**src/tor_pkg.sv**
```systemverilog
`timescale 1ns / 1ps
`default_nettype none

package tor_pkg;

  // Separator geometry: the configured word holds up to eight separator bytes.
  localparam int unsigned MAX_SEP_BYTES = 8;
  localparam int unsigned SEP_W         = 64;
  localparam int unsigned LEN_W         = 4;
  localparam int unsigned WIN_W         = MAX_SEP_BYTES * 8;

  // Position field in a queue entry covers the largest supported buffer.
  localparam int unsigned POS_W = 6;

  // Configuration port.
  localparam int unsigned CFG_IDX_W = 4;
  localparam logic [CFG_IDX_W-1:0] REG_SEP_BYTES = 4'd0;
  localparam logic [CFG_IDX_W-1:0] REG_SEP_LEN   = 4'd1;

  // Reset separator is a single dot.
  localparam logic [SEP_W-1:0] SEP_BYTES_RESET = 64'h2E;
  localparam logic [LEN_W-1:0] SEP_LEN_RESET   = 4'd1;

  typedef struct packed {
    logic [SEP_W-1:0] sep_bytes;
    logic [LEN_W-1:0] sep_len;
  } tor_cfg_t;

  // One classified input transaction handed from the front to the back.
  typedef struct packed {
    logic             has_byte;
    logic [7:0]       data;
    logic             mark;
    logic [POS_W-1:0] mark_pos;
    logic             is_end;
    logic             ovf;
  } tor_entry_t;

  typedef enum logic [2:0] {
    B_IDLE,
    B_FILT,
    B_SCAN,
    B_TOK,
    B_SEP,
    B_REV,
    B_EMPTY
  } tor_back_state_e;

  // Separator length in use, with long settings clamped.
  function automatic logic [LEN_W-1:0] sep_len_eff(input logic [LEN_W-1:0] len);
    sep_len_eff = (len > LEN_W'(MAX_SEP_BYTES)) ? LEN_W'(MAX_SEP_BYTES) : len;
  endfunction

  // Separator byte j, first byte in the low bits.
  function automatic logic [7:0] sep_byte(input logic [SEP_W-1:0] bytes,
                                          input logic [2:0]       j);
    sep_byte = bytes[{j, 3'b000} +: 8];
  endfunction

endpackage

`default_nettype wire

```
**src/tor_if.sv**
```systemverilog
`timescale 1ns / 1ps
`default_nettype none

// Input string bytes.
interface tor_in_if;
  logic       valid;
  logic       ready;
  logic [7:0] data_byte;
  logic       last_byte;
  logic       empty_string;

  modport source (output valid, output data_byte, output last_byte,
                  output empty_string, input ready);
  modport sink   (input valid, input data_byte, input last_byte,
                  input empty_string, output ready);
endinterface

// Reordered string bytes.
interface tor_out_if;
  logic       valid;
  logic       ready;
  logic [7:0] out_byte;
  logic       out_last;
  logic       out_empty;
  logic       overflow;

  modport source (output valid, output out_byte, output out_last,
                  output out_empty, output overflow, input ready);
  modport sink   (input valid, input out_byte, input out_last,
                  input out_empty, input overflow, output ready);
endinterface

// Register writes.
interface tor_cfg_if import tor_pkg::*; ();
  logic                 valid;
  logic                 ready;
  logic [CFG_IDX_W-1:0] addr;
  logic [SEP_W-1:0]     data;

  modport source (output valid, output addr, output data, input ready);
  modport sink   (input valid, input addr, input data, output ready);
endinterface

`default_nettype wire

```
**src/tor_ram.sv**
```systemverilog
`timescale 1ns / 1ps
`default_nettype none

module tor_ram #(
  parameter int unsigned WIDTH = 8,
  parameter int unsigned DEPTH = 64
) (
  input  wire logic                     clk_i,
  input  wire logic                     we_i,
  input  wire logic [$clog2(DEPTH)-1:0] waddr_i,
  input  wire logic [WIDTH-1:0]         wdata_i,
  input  wire logic                     re_i,
  input  wire logic [$clog2(DEPTH)-1:0] raddr_i,
  output logic      [WIDTH-1:0]         rdata_o
);

  logic [WIDTH-1:0] mem_q [DEPTH];
  logic [WIDTH-1:0] rdata_q;

  // Write port.
  always_ff @(posedge clk_i) begin
    if (we_i) begin
      mem_q[waddr_i] <= wdata_i;
    end
  end

  // Registered read; the data holds until the next read.
  always_ff @(posedge clk_i) begin
    if (re_i) begin
      rdata_q <= mem_q[raddr_i];
    end
  end

  assign rdata_o = rdata_q;

endmodule

`default_nettype wire

```
**src/tor_queue.sv**
```systemverilog
`timescale 1ns / 1ps
`default_nettype none

module tor_queue import tor_pkg::*; #(
  parameter int unsigned DEPTH = 2
) (
  input  wire logic       clk_i,
  input  wire logic       rst_ni,
  input  wire logic       push_i,
  input  wire tor_entry_t entry_i,
  output logic            room_o,
  output logic            valid_o,
  output tor_entry_t      entry_o,
  input  wire logic       pop_i
);

  localparam int unsigned PW = $clog2(DEPTH);
  localparam int unsigned NW = $clog2(DEPTH + 1);

  tor_entry_t    slot_q [DEPTH];
  logic [PW-1:0] wr_q, wr_d;
  logic [PW-1:0] rd_q, rd_d;
  logic [NW-1:0] fill_q, fill_d;
  logic          do_push;
  logic          do_pop;

  assign room_o  = (fill_q != NW'(DEPTH));
  assign valid_o = (fill_q != '0);
  assign entry_o = slot_q[rd_q];
  assign do_push = push_i && room_o;
  assign do_pop  = pop_i && valid_o;

  // Pointer and fill updates.
  always_comb begin
    wr_d   = wr_q;
    rd_d   = rd_q;
    fill_d = fill_q;
    if (do_push) begin
      wr_d = (wr_q == PW'(DEPTH - 1)) ? '0 : wr_q + PW'(1);
    end
    if (do_pop) begin
      rd_d = (rd_q == PW'(DEPTH - 1)) ? '0 : rd_q + PW'(1);
    end
    if (do_push && !do_pop) begin
      fill_d = fill_q + NW'(1);
    end else if (!do_push && do_pop) begin
      fill_d = fill_q - NW'(1);
    end
  end

  always_ff @(posedge clk_i or negedge rst_ni) begin
    if (!rst_ni) begin
      wr_q   <= '0;
      rd_q   <= '0;
      fill_q <= '0;
    end else begin
      wr_q   <= wr_d;
      rd_q   <= rd_d;
      fill_q <= fill_d;
    end
  end

  // Entry storage needs no reset.
  always_ff @(posedge clk_i) begin
    if (do_push) begin
      slot_q[wr_q] <= entry_i;
    end
  end

endmodule

`default_nettype wire

```
**src/tor_front.sv**
```systemverilog
`timescale 1ns / 1ps
`default_nettype none

module tor_front import tor_pkg::*; #(
  parameter int unsigned MAX_BYTES = 64
) (
  input  wire logic     clk_i,
  input  wire logic     rst_ni,
  input  wire tor_cfg_t cfg_i,
  tor_in_if.sink        in_if,
  input  wire logic     room_i,
  output logic          push_o,
  output tor_entry_t    entry_o
);

  localparam int unsigned CW = $clog2(MAX_BYTES + 1);

  logic [CW-1:0]    count_q, count_d;
  logic [CW-1:0]    next_q, next_d;
  logic [WIN_W-1:0] win_q, win_d;
  logic             ovf_q, ovf_d;

  logic             accept;
  logic             take;
  logic             is_end;
  logic             store;
  logic [CW-1:0]    count_n;
  logic [WIN_W-1:0] win_n;
  logic             ovf_n;
  logic [LEN_W-1:0] len;
  logic [7:0]       cnt8;
  logic [7:0]       len8;
  logic [7:0]       start8;
  logic             hit;
  logic             mark;

  assign len    = sep_len_eff(cfg_i.sep_len);
  assign accept = in_if.valid && room_i;
  assign take   = !in_if.empty_string;
  assign is_end = in_if.empty_string || in_if.last_byte;

  assign in_if.ready = room_i;

  // Bytes past the buffer size are dropped and flagged.
  assign store   = take && (count_q < CW'(MAX_BYTES));
  assign count_n = store ? count_q + CW'(1) : count_q;
  assign win_n   = store ? {win_q[WIN_W-9:0], in_if.data_byte} : win_q;
  assign ovf_n   = ovf_q || (take && !store);

  assign cnt8   = 8'(count_n);
  assign len8   = 8'(len);
  assign start8 = cnt8 - len8;

  // Compare the newest bytes of the window against the separator.
  always_comb begin
    logic [LEN_W-1:0] kk;
    hit = 1'b1;
    kk  = '0;
    for (int j = 0; j < MAX_SEP_BYTES; j++) begin
      if (LEN_W'(j) < len) begin
        kk = len - LEN_W'(j) - LEN_W'(1);
        if (win_n[{kk[2:0], 3'b000} +: 8] != sep_byte(cfg_i.sep_bytes, 3'(j))) begin
          hit = 1'b0;
        end
      end
    end
  end

  // A match is kept only if it does not overlap the previous kept one.
  assign mark = store && (len != '0) && (cnt8 >= len8) && hit && (start8 >= 8'(next_q));

  // Classified transaction toward the back.
  always_comb begin
    push_o            = accept && (store || is_end);
    entry_o.has_byte  = store;
    entry_o.data      = in_if.data_byte;
    entry_o.mark      = mark;
    entry_o.mark_pos  = POS_W'(start8);
    entry_o.is_end    = is_end;
    entry_o.ovf       = ovf_n;
  end

  // String state; the end of a string returns it to its reset values.
  always_comb begin
    count_d = count_q;
    next_d  = next_q;
    win_d   = win_q;
    ovf_d   = ovf_q;
    if (accept) begin
      if (is_end) begin
        count_d = '0;
        next_d  = '0;
        win_d   = '0;
        ovf_d   = 1'b0;
      end else begin
        count_d = count_n;
        win_d   = win_n;
        ovf_d   = ovf_n;
        if (mark) begin
          next_d = count_n;
        end
      end
    end
  end

  always_ff @(posedge clk_i or negedge rst_ni) begin
    if (!rst_ni) begin
      count_q <= '0;
      next_q  <= '0;
      win_q   <= '0;
      ovf_q   <= 1'b0;
    end else begin
      count_q <= count_d;
      next_q  <= next_d;
      win_q   <= win_d;
      ovf_q   <= ovf_d;
    end
  end

endmodule

`default_nettype wire

```
**src/tor_back.sv**
```systemverilog
`timescale 1ns / 1ps
`default_nettype none

module tor_back import tor_pkg::*; #(
  parameter int unsigned MAX_BYTES = 64
) (
  input  wire logic       clk_i,
  input  wire logic       rst_ni,
  input  wire tor_cfg_t   cfg_i,
  input  wire logic       q_valid_i,
  input  wire tor_entry_t q_entry_i,
  output logic            q_ready_o,
  tor_out_if.source       out_if
);

  localparam int unsigned AW = $clog2(MAX_BYTES);
  localparam int unsigned CW = $clog2(MAX_BYTES + 1);

  tor_back_state_e state_q, state_d;

  logic [CW-1:0]      count_q, count_d;
  logic [MAX_BYTES-1:0] mark_q, mark_d;
  logic [MAX_BYTES:0] start_q, start_d;
  logic [CW-1:0]      prev_end_q, prev_end_d;
  logic [CW-1:0]      ptr_q, ptr_d;
  logic [CW-1:0]      cur_q, cur_d;
  logic [CW-1:0]      end_q, end_d;
  logic [CW-1:0]      tok_q, tok_d;
  logic [2:0]         sep_idx_q, sep_idx_d;
  logic [CW-1:0]      emit_q, emit_d;
  logic               ovf_q, ovf_d;

  logic               out_valid_q, out_valid_d;
  logic               out_last_q, out_last_d;
  logic               out_empty_q, out_empty_d;
  logic               out_ovf_q, out_ovf_d;
  logic               out_ram_q, out_ram_d;
  logic [7:0]         out_sep_q, out_sep_d;

  logic [LEN_W-1:0]   len;
  logic               pop;
  logic [CW-1:0]      cnt_in;
  logic               out_free;
  logic               filt_done;
  logic               sep_done;
  logic               issue_ram;
  logic               issue_sep;
  logic               issue_empty;
  logic [7:0]         sep_val;
  logic               ram_we;
  logic [AW-1:0]      ram_waddr;
  logic [AW-1:0]      ram_raddr;
  logic [7:0]         ram_rdata;
  logic [7:0]         sum8;
  logic               keep;

  assign len       = sep_len_eff(cfg_i.sep_len);
  assign pop       = q_valid_i && (state_q == B_IDLE);
  assign q_ready_o = (state_q == B_IDLE);
  assign cnt_in    = count_q + CW'(q_entry_i.has_byte);
  assign out_free  = !out_valid_q || out_if.ready;
  assign filt_done = (ptr_q == count_q - CW'(1));
  assign sep_done  = ({1'b0, sep_idx_q} == len - LEN_W'(1));
  assign sep_val   = sep_byte(cfg_i.sep_bytes, sep_idx_q);

  // Filter pass: a mark is kept if it starts past the last kept separator
  // and the separator fits inside the string.
  assign sum8 = 8'(ptr_q) + 8'(len);
  assign keep = mark_q[ptr_q[AW-1:0]] && (ptr_q >= prev_end_q) && (sum8 <= 8'(count_q));

  // Next state.
  always_comb begin
    state_d = state_q;
    unique case (state_q)
      B_IDLE: begin
        if (pop && q_entry_i.is_end) begin
          if (cnt_in == '0) begin
            state_d = B_EMPTY;
          end else if (len == '0) begin
            state_d = B_REV;
          end else begin
            state_d = B_FILT;
          end
        end
      end
      B_FILT: begin
        if (filt_done) begin
          state_d = B_SCAN;
        end
      end
      B_SCAN: begin
        if (start_q[cur_q]) begin
          state_d = B_TOK;
        end
      end
      B_TOK: begin
        if (ptr_q == end_q) begin
          state_d = (tok_q == '0) ? B_IDLE : B_SEP;
        end
      end
      B_SEP: begin
        if (out_free && sep_done) begin
          state_d = B_SCAN;
        end
      end
      B_REV: begin
        if (ptr_q == '0) begin
          state_d = B_IDLE;
        end
      end
      B_EMPTY: begin
        if (out_free) begin
          state_d = B_IDLE;
        end
      end
      default: state_d = B_IDLE;
    endcase
  end

  // Datapath and output control.
  always_comb begin
    count_d     = count_q;
    mark_d      = mark_q;
    start_d     = start_q;
    prev_end_d  = prev_end_q;
    ptr_d       = ptr_q;
    cur_d       = cur_q;
    end_d       = end_q;
    tok_d       = tok_q;
    sep_idx_d   = sep_idx_q;
    emit_d      = emit_q;
    ovf_d       = ovf_q;
    issue_ram   = 1'b0;
    issue_sep   = 1'b0;
    issue_empty = 1'b0;
    ram_we      = 1'b0;
    ram_waddr   = count_q[AW-1:0];
    ram_raddr   = ptr_q[AW-1:0];

    unique case (state_q)
      B_IDLE: begin
        if (pop) begin
          ram_we  = q_entry_i.has_byte;
          count_d = cnt_in;
          if (q_entry_i.mark) begin
            mark_d[q_entry_i.mark_pos[AW-1:0]] = 1'b1;
          end
          if (q_entry_i.is_end) begin
            ovf_d      = q_entry_i.ovf;
            start_d[0] = 1'b1;
            prev_end_d = '0;
            emit_d     = '0;
            ptr_d      = (len == '0) ? cnt_in : '0;
          end
        end
      end
      B_FILT: begin
        if (keep) begin
          start_d[sum8[CW-1:0]] = 1'b1;
          prev_end_d            = sum8[CW-1:0];
        end
        ptr_d = ptr_q + CW'(1);
        if (filt_done) begin
          cur_d = count_q;
          end_d = count_q;
        end
      end
      B_SCAN: begin
        if (start_q[cur_q]) begin
          tok_d = cur_q;
          ptr_d = cur_q;
        end else begin
          cur_d = cur_q - CW'(1);
        end
      end
      B_TOK: begin
        if (ptr_q == end_q) begin
          sep_idx_d = '0;
          if (tok_q == '0) begin
            count_d = '0;
            mark_d  = '0;
            start_d = '0;
          end
        end else if (out_free) begin
          issue_ram = 1'b1;
          ptr_d     = ptr_q + CW'(1);
        end
      end
      B_SEP: begin
        if (out_free) begin
          issue_sep = 1'b1;
          if (sep_done) begin
            cur_d = tok_q - CW'(len);
            end_d = tok_q - CW'(len);
          end else begin
            sep_idx_d = sep_idx_q + 3'd1;
          end
        end
      end
      B_REV: begin
        ram_raddr = AW'(ptr_q - CW'(1));
        if (ptr_q == '0) begin
          count_d = '0;
          mark_d  = '0;
          start_d = '0;
        end else if (out_free) begin
          issue_ram = 1'b1;
          ptr_d     = ptr_q - CW'(1);
        end
      end
      B_EMPTY: begin
        if (out_free) begin
          issue_empty = 1'b1;
          count_d     = '0;
          mark_d      = '0;
          start_d     = '0;
        end
      end
      default: ;
    endcase

    // Output stage; the RAM read register carries stored bytes.
    out_valid_d = out_valid_q;
    out_last_d  = out_last_q;
    out_empty_d = out_empty_q;
    out_ovf_d   = out_ovf_q;
    out_ram_d   = out_ram_q;
    out_sep_d   = out_sep_q;
    if (issue_ram || issue_sep || issue_empty) begin
      out_valid_d = 1'b1;
      out_last_d  = issue_empty || (emit_q == count_q - CW'(1));
      out_empty_d = issue_empty;
      out_ovf_d   = ovf_q;
      out_ram_d   = issue_ram;
      out_sep_d   = issue_sep ? sep_val : 8'd0;
      emit_d      = emit_q + CW'(1);
    end else if (out_if.ready) begin
      out_valid_d = 1'b0;
    end
  end

  always_ff @(posedge clk_i or negedge rst_ni) begin
    if (!rst_ni) begin
      state_q     <= B_IDLE;
      count_q     <= '0;
      mark_q      <= '0;
      start_q     <= '0;
      prev_end_q  <= '0;
      ptr_q       <= '0;
      cur_q       <= '0;
      end_q       <= '0;
      tok_q       <= '0;
      sep_idx_q   <= '0;
      emit_q      <= '0;
      ovf_q       <= 1'b0;
      out_valid_q <= 1'b0;
      out_last_q  <= 1'b0;
      out_empty_q <= 1'b0;
      out_ovf_q   <= 1'b0;
      out_ram_q   <= 1'b0;
    end else begin
      state_q     <= state_d;
      count_q     <= count_d;
      mark_q      <= mark_d;
      start_q     <= start_d;
      prev_end_q  <= prev_end_d;
      ptr_q       <= ptr_d;
      cur_q       <= cur_d;
      end_q       <= end_d;
      tok_q       <= tok_d;
      sep_idx_q   <= sep_idx_d;
      emit_q      <= emit_d;
      ovf_q       <= ovf_d;
      out_valid_q <= out_valid_d;
      out_last_q  <= out_last_d;
      out_empty_q <= out_empty_d;
      out_ovf_q   <= out_ovf_d;
      out_ram_q   <= out_ram_d;
    end
  end

  // Separator byte payload.
  always_ff @(posedge clk_i) begin
    out_sep_q <= out_sep_d;
  end

  tor_ram #(
    .WIDTH (8),
    .DEPTH (MAX_BYTES)
  ) u_store (
    .clk_i   (clk_i),
    .we_i    (ram_we),
    .waddr_i (ram_waddr),
    .wdata_i (q_entry_i.data),
    .re_i    (issue_ram),
    .raddr_i (ram_raddr),
    .rdata_o (ram_rdata)
  );

  assign out_if.valid     = out_valid_q;
  assign out_if.out_byte  = out_ram_q ? ram_rdata : out_sep_q;
  assign out_if.out_last  = out_last_q;
  assign out_if.out_empty = out_empty_q;
  assign out_if.overflow  = out_ovf_q;

  // The store is never written while it is being read out.
  a_no_rw: assert property (@(posedge clk_i) disable iff (!rst_ni)
    !(ram_we && issue_ram))
    else $error("byte store written during read-out");

  // A stored-byte result never goes past the string length.
  a_emit_bound: assert property (@(posedge clk_i) disable iff (!rst_ni)
    issue_ram |-> (emit_q < count_q))
    else $error("more result bytes than stored bytes");

  // Returning to idle after a string leaves the string state clear.
  a_clear: assert property (@(posedge clk_i) disable iff (!rst_ni)
    (state_q != B_IDLE && state_d == B_IDLE) |=> (count_q == '0 && start_q == '0))
    else $error("string state not cleared after emission");

endmodule

`default_nettype wire

```
**src/token_order_reverser_core.sv**
```systemverilog
`timescale 1ns / 1ps
`default_nettype none

// Token order reverser.
// in_if carries one string byte per transaction; last_byte marks the final
// byte, empty_string ends a string without a byte. out_if returns the string
// with its separator-delimited tokens in reverse order, one byte per
// transaction, out_last on the final byte, out_empty for an empty result.
// cfg_if writes register 0 (separator bytes) and register 1 (length, zero
// means plain byte reversal); write it only while no string is in flight.
// Throughput: a byte is taken each cycle into a two-entry queue while the
// queue has room; the back stores one byte per cycle while idle. After the
// last byte of a string, the back runs a mark filter pass over the stored
// bytes, then backward token scans, and emits the tokens and separators;
// byte reversal only reads the stored bytes out backward. The single back
// state machine and the byte store read port set the pace, and the back
// takes no bytes of a new string until the current one has been emitted.
// Reset clears all string state and loads a single dot as separator.
// When the receiver stalls, the result stays on out_if and the front keeps
// taking bytes until the queue fills.
module token_order_reverser_core import tor_pkg::*; #(
  parameter int unsigned MAX_STRING_BYTES = 64
) (
  input  wire logic clk_i,
  input  wire logic rst_ni,
  tor_in_if.sink    in_if,
  tor_out_if.source out_if,
  tor_cfg_if.sink   cfg_if
);

  tor_cfg_t   cfg_q, cfg_d;
  logic       push;
  logic       room;
  tor_entry_t push_entry;
  logic       q_valid;
  logic       q_ready;
  tor_entry_t q_entry;

  // Configuration registers.
  assign cfg_if.ready = 1'b1;

  always_comb begin
    cfg_d = cfg_q;
    if (cfg_if.valid) begin
      if (cfg_if.addr == REG_SEP_BYTES) begin
        cfg_d.sep_bytes = cfg_if.data;
      end else if (cfg_if.addr == REG_SEP_LEN) begin
        cfg_d.sep_len = cfg_if.data[LEN_W-1:0];
      end
    end
  end

  always_ff @(posedge clk_i or negedge rst_ni) begin
    if (!rst_ni) begin
      cfg_q.sep_bytes <= SEP_BYTES_RESET;
      cfg_q.sep_len   <= SEP_LEN_RESET;
    end else begin
      cfg_q <= cfg_d;
    end
  end

  tor_front #(
    .MAX_BYTES (MAX_STRING_BYTES)
  ) u_front (
    .clk_i   (clk_i),
    .rst_ni  (rst_ni),
    .cfg_i   (cfg_q),
    .in_if   (in_if),
    .room_i  (room),
    .push_o  (push),
    .entry_o (push_entry)
  );

  tor_queue #(
    .DEPTH (2)
  ) u_queue (
    .clk_i   (clk_i),
    .rst_ni  (rst_ni),
    .push_i  (push),
    .entry_i (push_entry),
    .room_o  (room),
    .valid_o (q_valid),
    .entry_o (q_entry),
    .pop_i   (q_ready)
  );

  tor_back #(
    .MAX_BYTES (MAX_STRING_BYTES)
  ) u_back (
    .clk_i     (clk_i),
    .rst_ni    (rst_ni),
    .cfg_i     (cfg_q),
    .q_valid_i (q_valid),
    .q_entry_i (q_entry),
    .q_ready_o (q_ready),
    .out_if    (out_if)
  );

endmodule

`default_nettype wire

```
**src/flat_wrapper.sv**
```systemverilog
// flat-port wrapper written by rule: the top's interface ports become plain ports
module token_order_reverser_core_flat import tor_pkg::*;
#(
  parameter int unsigned MAX_STRING_BYTES = 64
)
  (clk_i, rst_ni, in_if_valid, in_if_data_byte, in_if_last_byte, in_if_empty_string, in_if_ready, out_if_valid, out_if_out_byte, out_if_out_last, out_if_out_empty, out_if_overflow, out_if_ready, cfg_if_valid, cfg_if_addr, cfg_if_data, cfg_if_ready);
  tor_in_if in_if_i ();
  tor_out_if out_if_i ();
  tor_cfg_if cfg_if_i ();
  input  wire logic clk_i;
  input  wire logic rst_ni;
  input wire logic [$bits(in_if_i.valid)-1:0] in_if_valid;
  input wire logic [$bits(in_if_i.data_byte)-1:0] in_if_data_byte;
  input wire logic [$bits(in_if_i.last_byte)-1:0] in_if_last_byte;
  input wire logic [$bits(in_if_i.empty_string)-1:0] in_if_empty_string;
  output wire logic [$bits(in_if_i.ready)-1:0] in_if_ready;
  output wire logic [$bits(out_if_i.valid)-1:0] out_if_valid;
  output wire logic [$bits(out_if_i.out_byte)-1:0] out_if_out_byte;
  output wire logic [$bits(out_if_i.out_last)-1:0] out_if_out_last;
  output wire logic [$bits(out_if_i.out_empty)-1:0] out_if_out_empty;
  output wire logic [$bits(out_if_i.overflow)-1:0] out_if_overflow;
  input wire logic [$bits(out_if_i.ready)-1:0] out_if_ready;
  input wire logic [$bits(cfg_if_i.valid)-1:0] cfg_if_valid;
  input wire logic [$bits(cfg_if_i.addr)-1:0] cfg_if_addr;
  input wire logic [$bits(cfg_if_i.data)-1:0] cfg_if_data;
  output wire logic [$bits(cfg_if_i.ready)-1:0] cfg_if_ready;
  assign in_if_i.valid = in_if_valid;
  assign in_if_i.data_byte = in_if_data_byte;
  assign in_if_i.last_byte = in_if_last_byte;
  assign in_if_i.empty_string = in_if_empty_string;
  assign in_if_ready = in_if_i.ready;
  assign out_if_valid = out_if_i.valid;
  assign out_if_out_byte = out_if_i.out_byte;
  assign out_if_out_last = out_if_i.out_last;
  assign out_if_out_empty = out_if_i.out_empty;
  assign out_if_overflow = out_if_i.overflow;
  assign out_if_i.ready = out_if_ready;
  assign cfg_if_i.valid = cfg_if_valid;
  assign cfg_if_i.addr = cfg_if_addr;
  assign cfg_if_i.data = cfg_if_data;
  assign cfg_if_ready = cfg_if_i.ready;
  token_order_reverser_core #(.MAX_STRING_BYTES(MAX_STRING_BYTES)) u_core (.clk_i(clk_i), .rst_ni(rst_ni), .in_if(in_if_i), .out_if(out_if_i), .cfg_if(cfg_if_i));
endmodule
```
**config.mk**
```make
export PLATFORM = sky130hd
export DESIGN_NAME = token_order_reverser_core_flat
export DESIGN_NICKNAME = d
export VERILOG_FILES = /design/src/tor_pkg.sv /design/src/tor_if.sv /design/src/tor_ram.sv /design/src/tor_queue.sv /design/src/tor_front.sv /design/src/tor_back.sv /design/src/token_order_reverser_core.sv /design/src/flat_wrapper.sv
export SDC_FILE = /design/constraint.sdc
export NUM_CORES = 2
export LEC_CHECK = 0
export BUFFER_PORTS_ARGS = -buffer_cell sky130_fd_sc_hd__buf_4
export CAP_MARGIN = 20
export CORE_MARGIN = 3
export CORE_UTILIZATION = 35
export CTS_CLUSTER_DIAMETER = 150
export DETAILED_ROUTE_END_ITERATION = 8
export MAX_ROUTING_LAYER = met4
export PLACE_DENSITY = 0.48
export SYNTH_ARGS = -nofsm -noshare
export SYNTH_HDL_FRONTEND = slang
export SYNTH_SLANG_ARGS = --single-unit
export TNS_END_PERCENT = 5
```
**constraint.sdc**
```tcl
create_clock -name clk_i -period 6.7 [get_ports clk_i]
set_input_delay 1.34 -clock clk_i [delete_from_list [all_inputs] [get_ports clk_i]]
set_output_delay 1.34 -clock clk_i [all_outputs]
set_load 0.02 [all_outputs]
```
==> reports/metrics.csv <==
metric,value,unit
cp-start-kind,primary input,
nNetsFinal,3154,
drtPass1Iterations,5,
hpwlAfterDp,81370,um
chipWidth,357.3,um
power.leakage,17.92,nW
p_switching,7.719,mW
finalSetupTns,0,ps
grt_pass1_wl,179800,um
root_buffer,clkbuf_16,
holdBufCountCts,0,
yosysSeqAreaShare,0.5899,
finalWirelength,120800,um
cpPeakStageDelay,620,ps
final_util,0.4025,
wl_per_cell,25.59,um
cp_top_family,simple AND/OR/NAND/NOR gates,
dr.first_iter.drc_count,2223,
final_area,49180,um2
gp_congestion,0.8678,
hold_viol_final,0,
cts_buffer_depth,3,
grt_max_degree,146,
antenna_found_initial,0,
critPathCapture,u_core.u_front.next_q[4],
portBuffers,95,
r2r_cells,18,
clkTransAtPathRegs,60,ps
tightest_slew,1094,ps
num_io_pins,97,
finClkSkew,57.15,ps
maxCapViolCount,0,
switching_share,0.3680,
dp_cells,4532,
clock_latency,730,ps
fin_crit,5556,ps
num_rows,128,
dieArea,127600,um2
grt-ovfl-total,0,
worstPathRequired,7280,ps
power,20.98,mW
worstSetupPathType,in -> reg,
rsz0062_at_grt,no,
cpMaxStageDelayCell,or3_1,
drv_slew,0,
startpoint,in_if_empty_string,
avgSynthCellArea,14.79,um2
arrival,6140,ps
core,122200,um2
p_clk_frac,0.260,
setup_viol,0,
final_cells,4722,
syn_nets,3057,
r2r_end,u_core.u_front.next_q[4],
ir_drop,0.2591,mV
power.internal,13.26,mW
netlist_instances,2919,
power_density,426.5,nW/um2
worst-path-buf-inv,3,
status,completed,
post-route-period-util,0.8293,
grt_use_total,0.1963,
clock-sinks,905,
yosys_most_used_dff,edfxtp_1,
seqPwrFrac,0.362,
final_antenna_net_count,0,
final_layout_size_suffix_gt1_frac,0.2390,
numCtsBuffers,100,
num_vias,26090,
cts-htree-levels,3,
area_growth,13.89,%
yosysWarnings,0,
crit_cells,21,
path_cells,buf_4 > or2_1 > inv_8 > mux2i_1 > inv_1 > ha_1 > nor2b_1 > o21a_1 > o21a_1 > nor2_1 > nand2_1 > xor2_1 > ha_1 > o2111ai_1 > o21ai_0 > a41o_1 > nand4_1 > nor4_1 > o2111ai_1 > or3_1 > a221o_1,
r2r_slack,1450,ps
crit_fanout,8,
netlist_area,43180,um2
cts_resized,0,
postCtsSetupRepairBufs,0,
final_cell_mix,"564 x edfxtp_1, 336 x dfrtp_1, 313 x mux4_2",
hp-class,reg -> reg,
slew_headroom,0.2707,
worstReg2RegStart,u_core.cfg_q[1],
drc,0,
grt_pass1_vias,26440,
initial_core_util,0.3534,
tritoncts,built,
via_per_inst,5.526,
fmax,180.0,MHz
die_h,357.3,um
combPwrFrac,0.378,
layout_commonest_cell,edfxtp_1,
synth_cell_type_count,73,
synth_edf_count,564,
cp-end-kind,flip-flop,
ys_ff_latch,905,
synthArstFlopShare,0.3768,
dpl_cell_area,45820,um2
[state kept, by name, indices dropped and copies added (netlist names), 8 cells and up]
name	flops
u_core.cfg_q	68
u_core.u_back.mark_q	64
u_core.u_back.start_q	65
u_core.u_front.win_q	64
u_core.u_back.u_store.rdata_o	8
u_core.u_back.out_sep_q	8
u_core.u_queue.slot_q	36
u_core.u_back.u_store.mem_q	512
[per-layer routing]
layer | vias to the layer above | share of wire | global-route usage
met5 | - | 0 | -
met1 | 13670 | 0.46 | 0.2764
met4 | 0 | 0.027 | 0.06130
met2 | 809 | 0.46 | 0.2885
li1 | 11440 | - | -
met3 | 176 | 0.059 | 0.03692
[cells in the mapped netlist (all sizes together), types with 4 or more instances]
cell,number,share of area
a22oi,6,0.0010
and2,7,0.0010
clkinv,5,0.00043
a21o,18,0.0031
nand4,27,0.0039
a41oi,4,0.00081
clkbuf,122,0.011
nor2,223,0.019
a22o,4,0.00081
nor3,37,0.0043
o22ai,4,0.00058
a31oi,6,0.00087
and3,5,0.00072
o31ai,40,0.0073
a221o,9,0.0021
or2,4,0.00058
ha,52,0.015
or3,5,0.00072
xnor2,97,0.020
mux4,315,0.16
o21ai,148,0.017
edfxtp,564,0.39
o21a,9,0.0016
nand2b,15,0.0022
nand2,265,0.023
nand3,24,0.0028
xor2,36,0.0073
inv,48,0.0043
buf,43,0.0055
dfstp,5,0.0030
a221oi,5,0.0010
mux2,93,0.024
dfrtp,336,0.19
nor2b,18,0.0026
mux2i,163,0.038
a21oi,102,0.012
nor4,17,0.0026
[through the flow]
step	worst slack [ps]	hold WS, ps
final	1144	474.1
after global routing	761.1	498.2
after CTS	1205	478.2
after detailed placement	447.2	465.1
after global placement	454.1	455.5
after floorplan	524.8	439.4
[power by group through the flow]
stage	clock [mW]	sequential (mW)	combinational (mW)
final	5.46	7.59	7.93
after global routing	5.84	7.64	8.58
after CTS	5.61	7.60	7.97
after detailed placement	0	7.71	7.94
after global placement	0	7.68	7.82
after floorplan	0	7.31	5.40
[worst min path at each step]
stage                               from                       endpoint  slack (ps)  cells past startpoint
5_1_grt        u_core.u_back.start_q[56]      u_core.u_back.start_q[56]         500                      2
3_3_place_gp    u_core.u_back.start_q[2]       u_core.u_back.start_q[2]         460                      2
4_1_cts        u_core.u_back.start_q[18]      u_core.u_back.start_q[18]         480                      2
2_1_floorplan        u_core.u_back.ovf_q  u_core.u_back.out_if.overflow         440                      2
3_5_place_dp   u_core.u_back.start_q[38]      u_core.u_back.start_q[38]         470                      2
6_report       u_core.u_back.start_q[38]      u_core.u_back.start_q[38]         470                      2
[worst reg2reg max path, cell delays in order, from the launching register on]
cell,delay [ps]
dfrtp_1,470
nand2b_2,130
buf_4,580
ha_1,400
nor2b_1,140
o21a_1,170
o21a_1,170
nor2_1,130
nand2_1,80
xor2_1,210
ha_1,350
o2111ai_1,110
o21ai_0,210
a41o_1,180
nand4_1,120
nor4_1,270
o2111ai_1,400
or3_1,620
a221o_1,340
[kinds of logic (layout without fill, tap and decap cells)]
group	count (synthesis)	count (layout)	synth area share
compound gates	381	381	0.05380
simple gates	655	655	0.06534
other cells	1	2	0.00008684
buf+inv	218	395	0.02092
fa+ha+maj	55	55	0.01646
mux	571	571	0.2265
xor+xnor	133	133	0.02697
flops	905	905	0.5899
[area by class of cell]
class / instances / area [um2]
Antenna cell: 1 / 2.502
Clock buffer: 127 / 2664
Clock inverter: 55 / 599.3
Fill cell: 11200 / 73020
Inverter: 53 / 206.4
Multi-Input combinational cell: 1796 / 16900
Sequential cell: 905 / 25480
Tap cell: 1625 / 2033
Timing Repair Buffer: 160 / 1304
No activity file was read; power rests on OpenSTA's default activity.
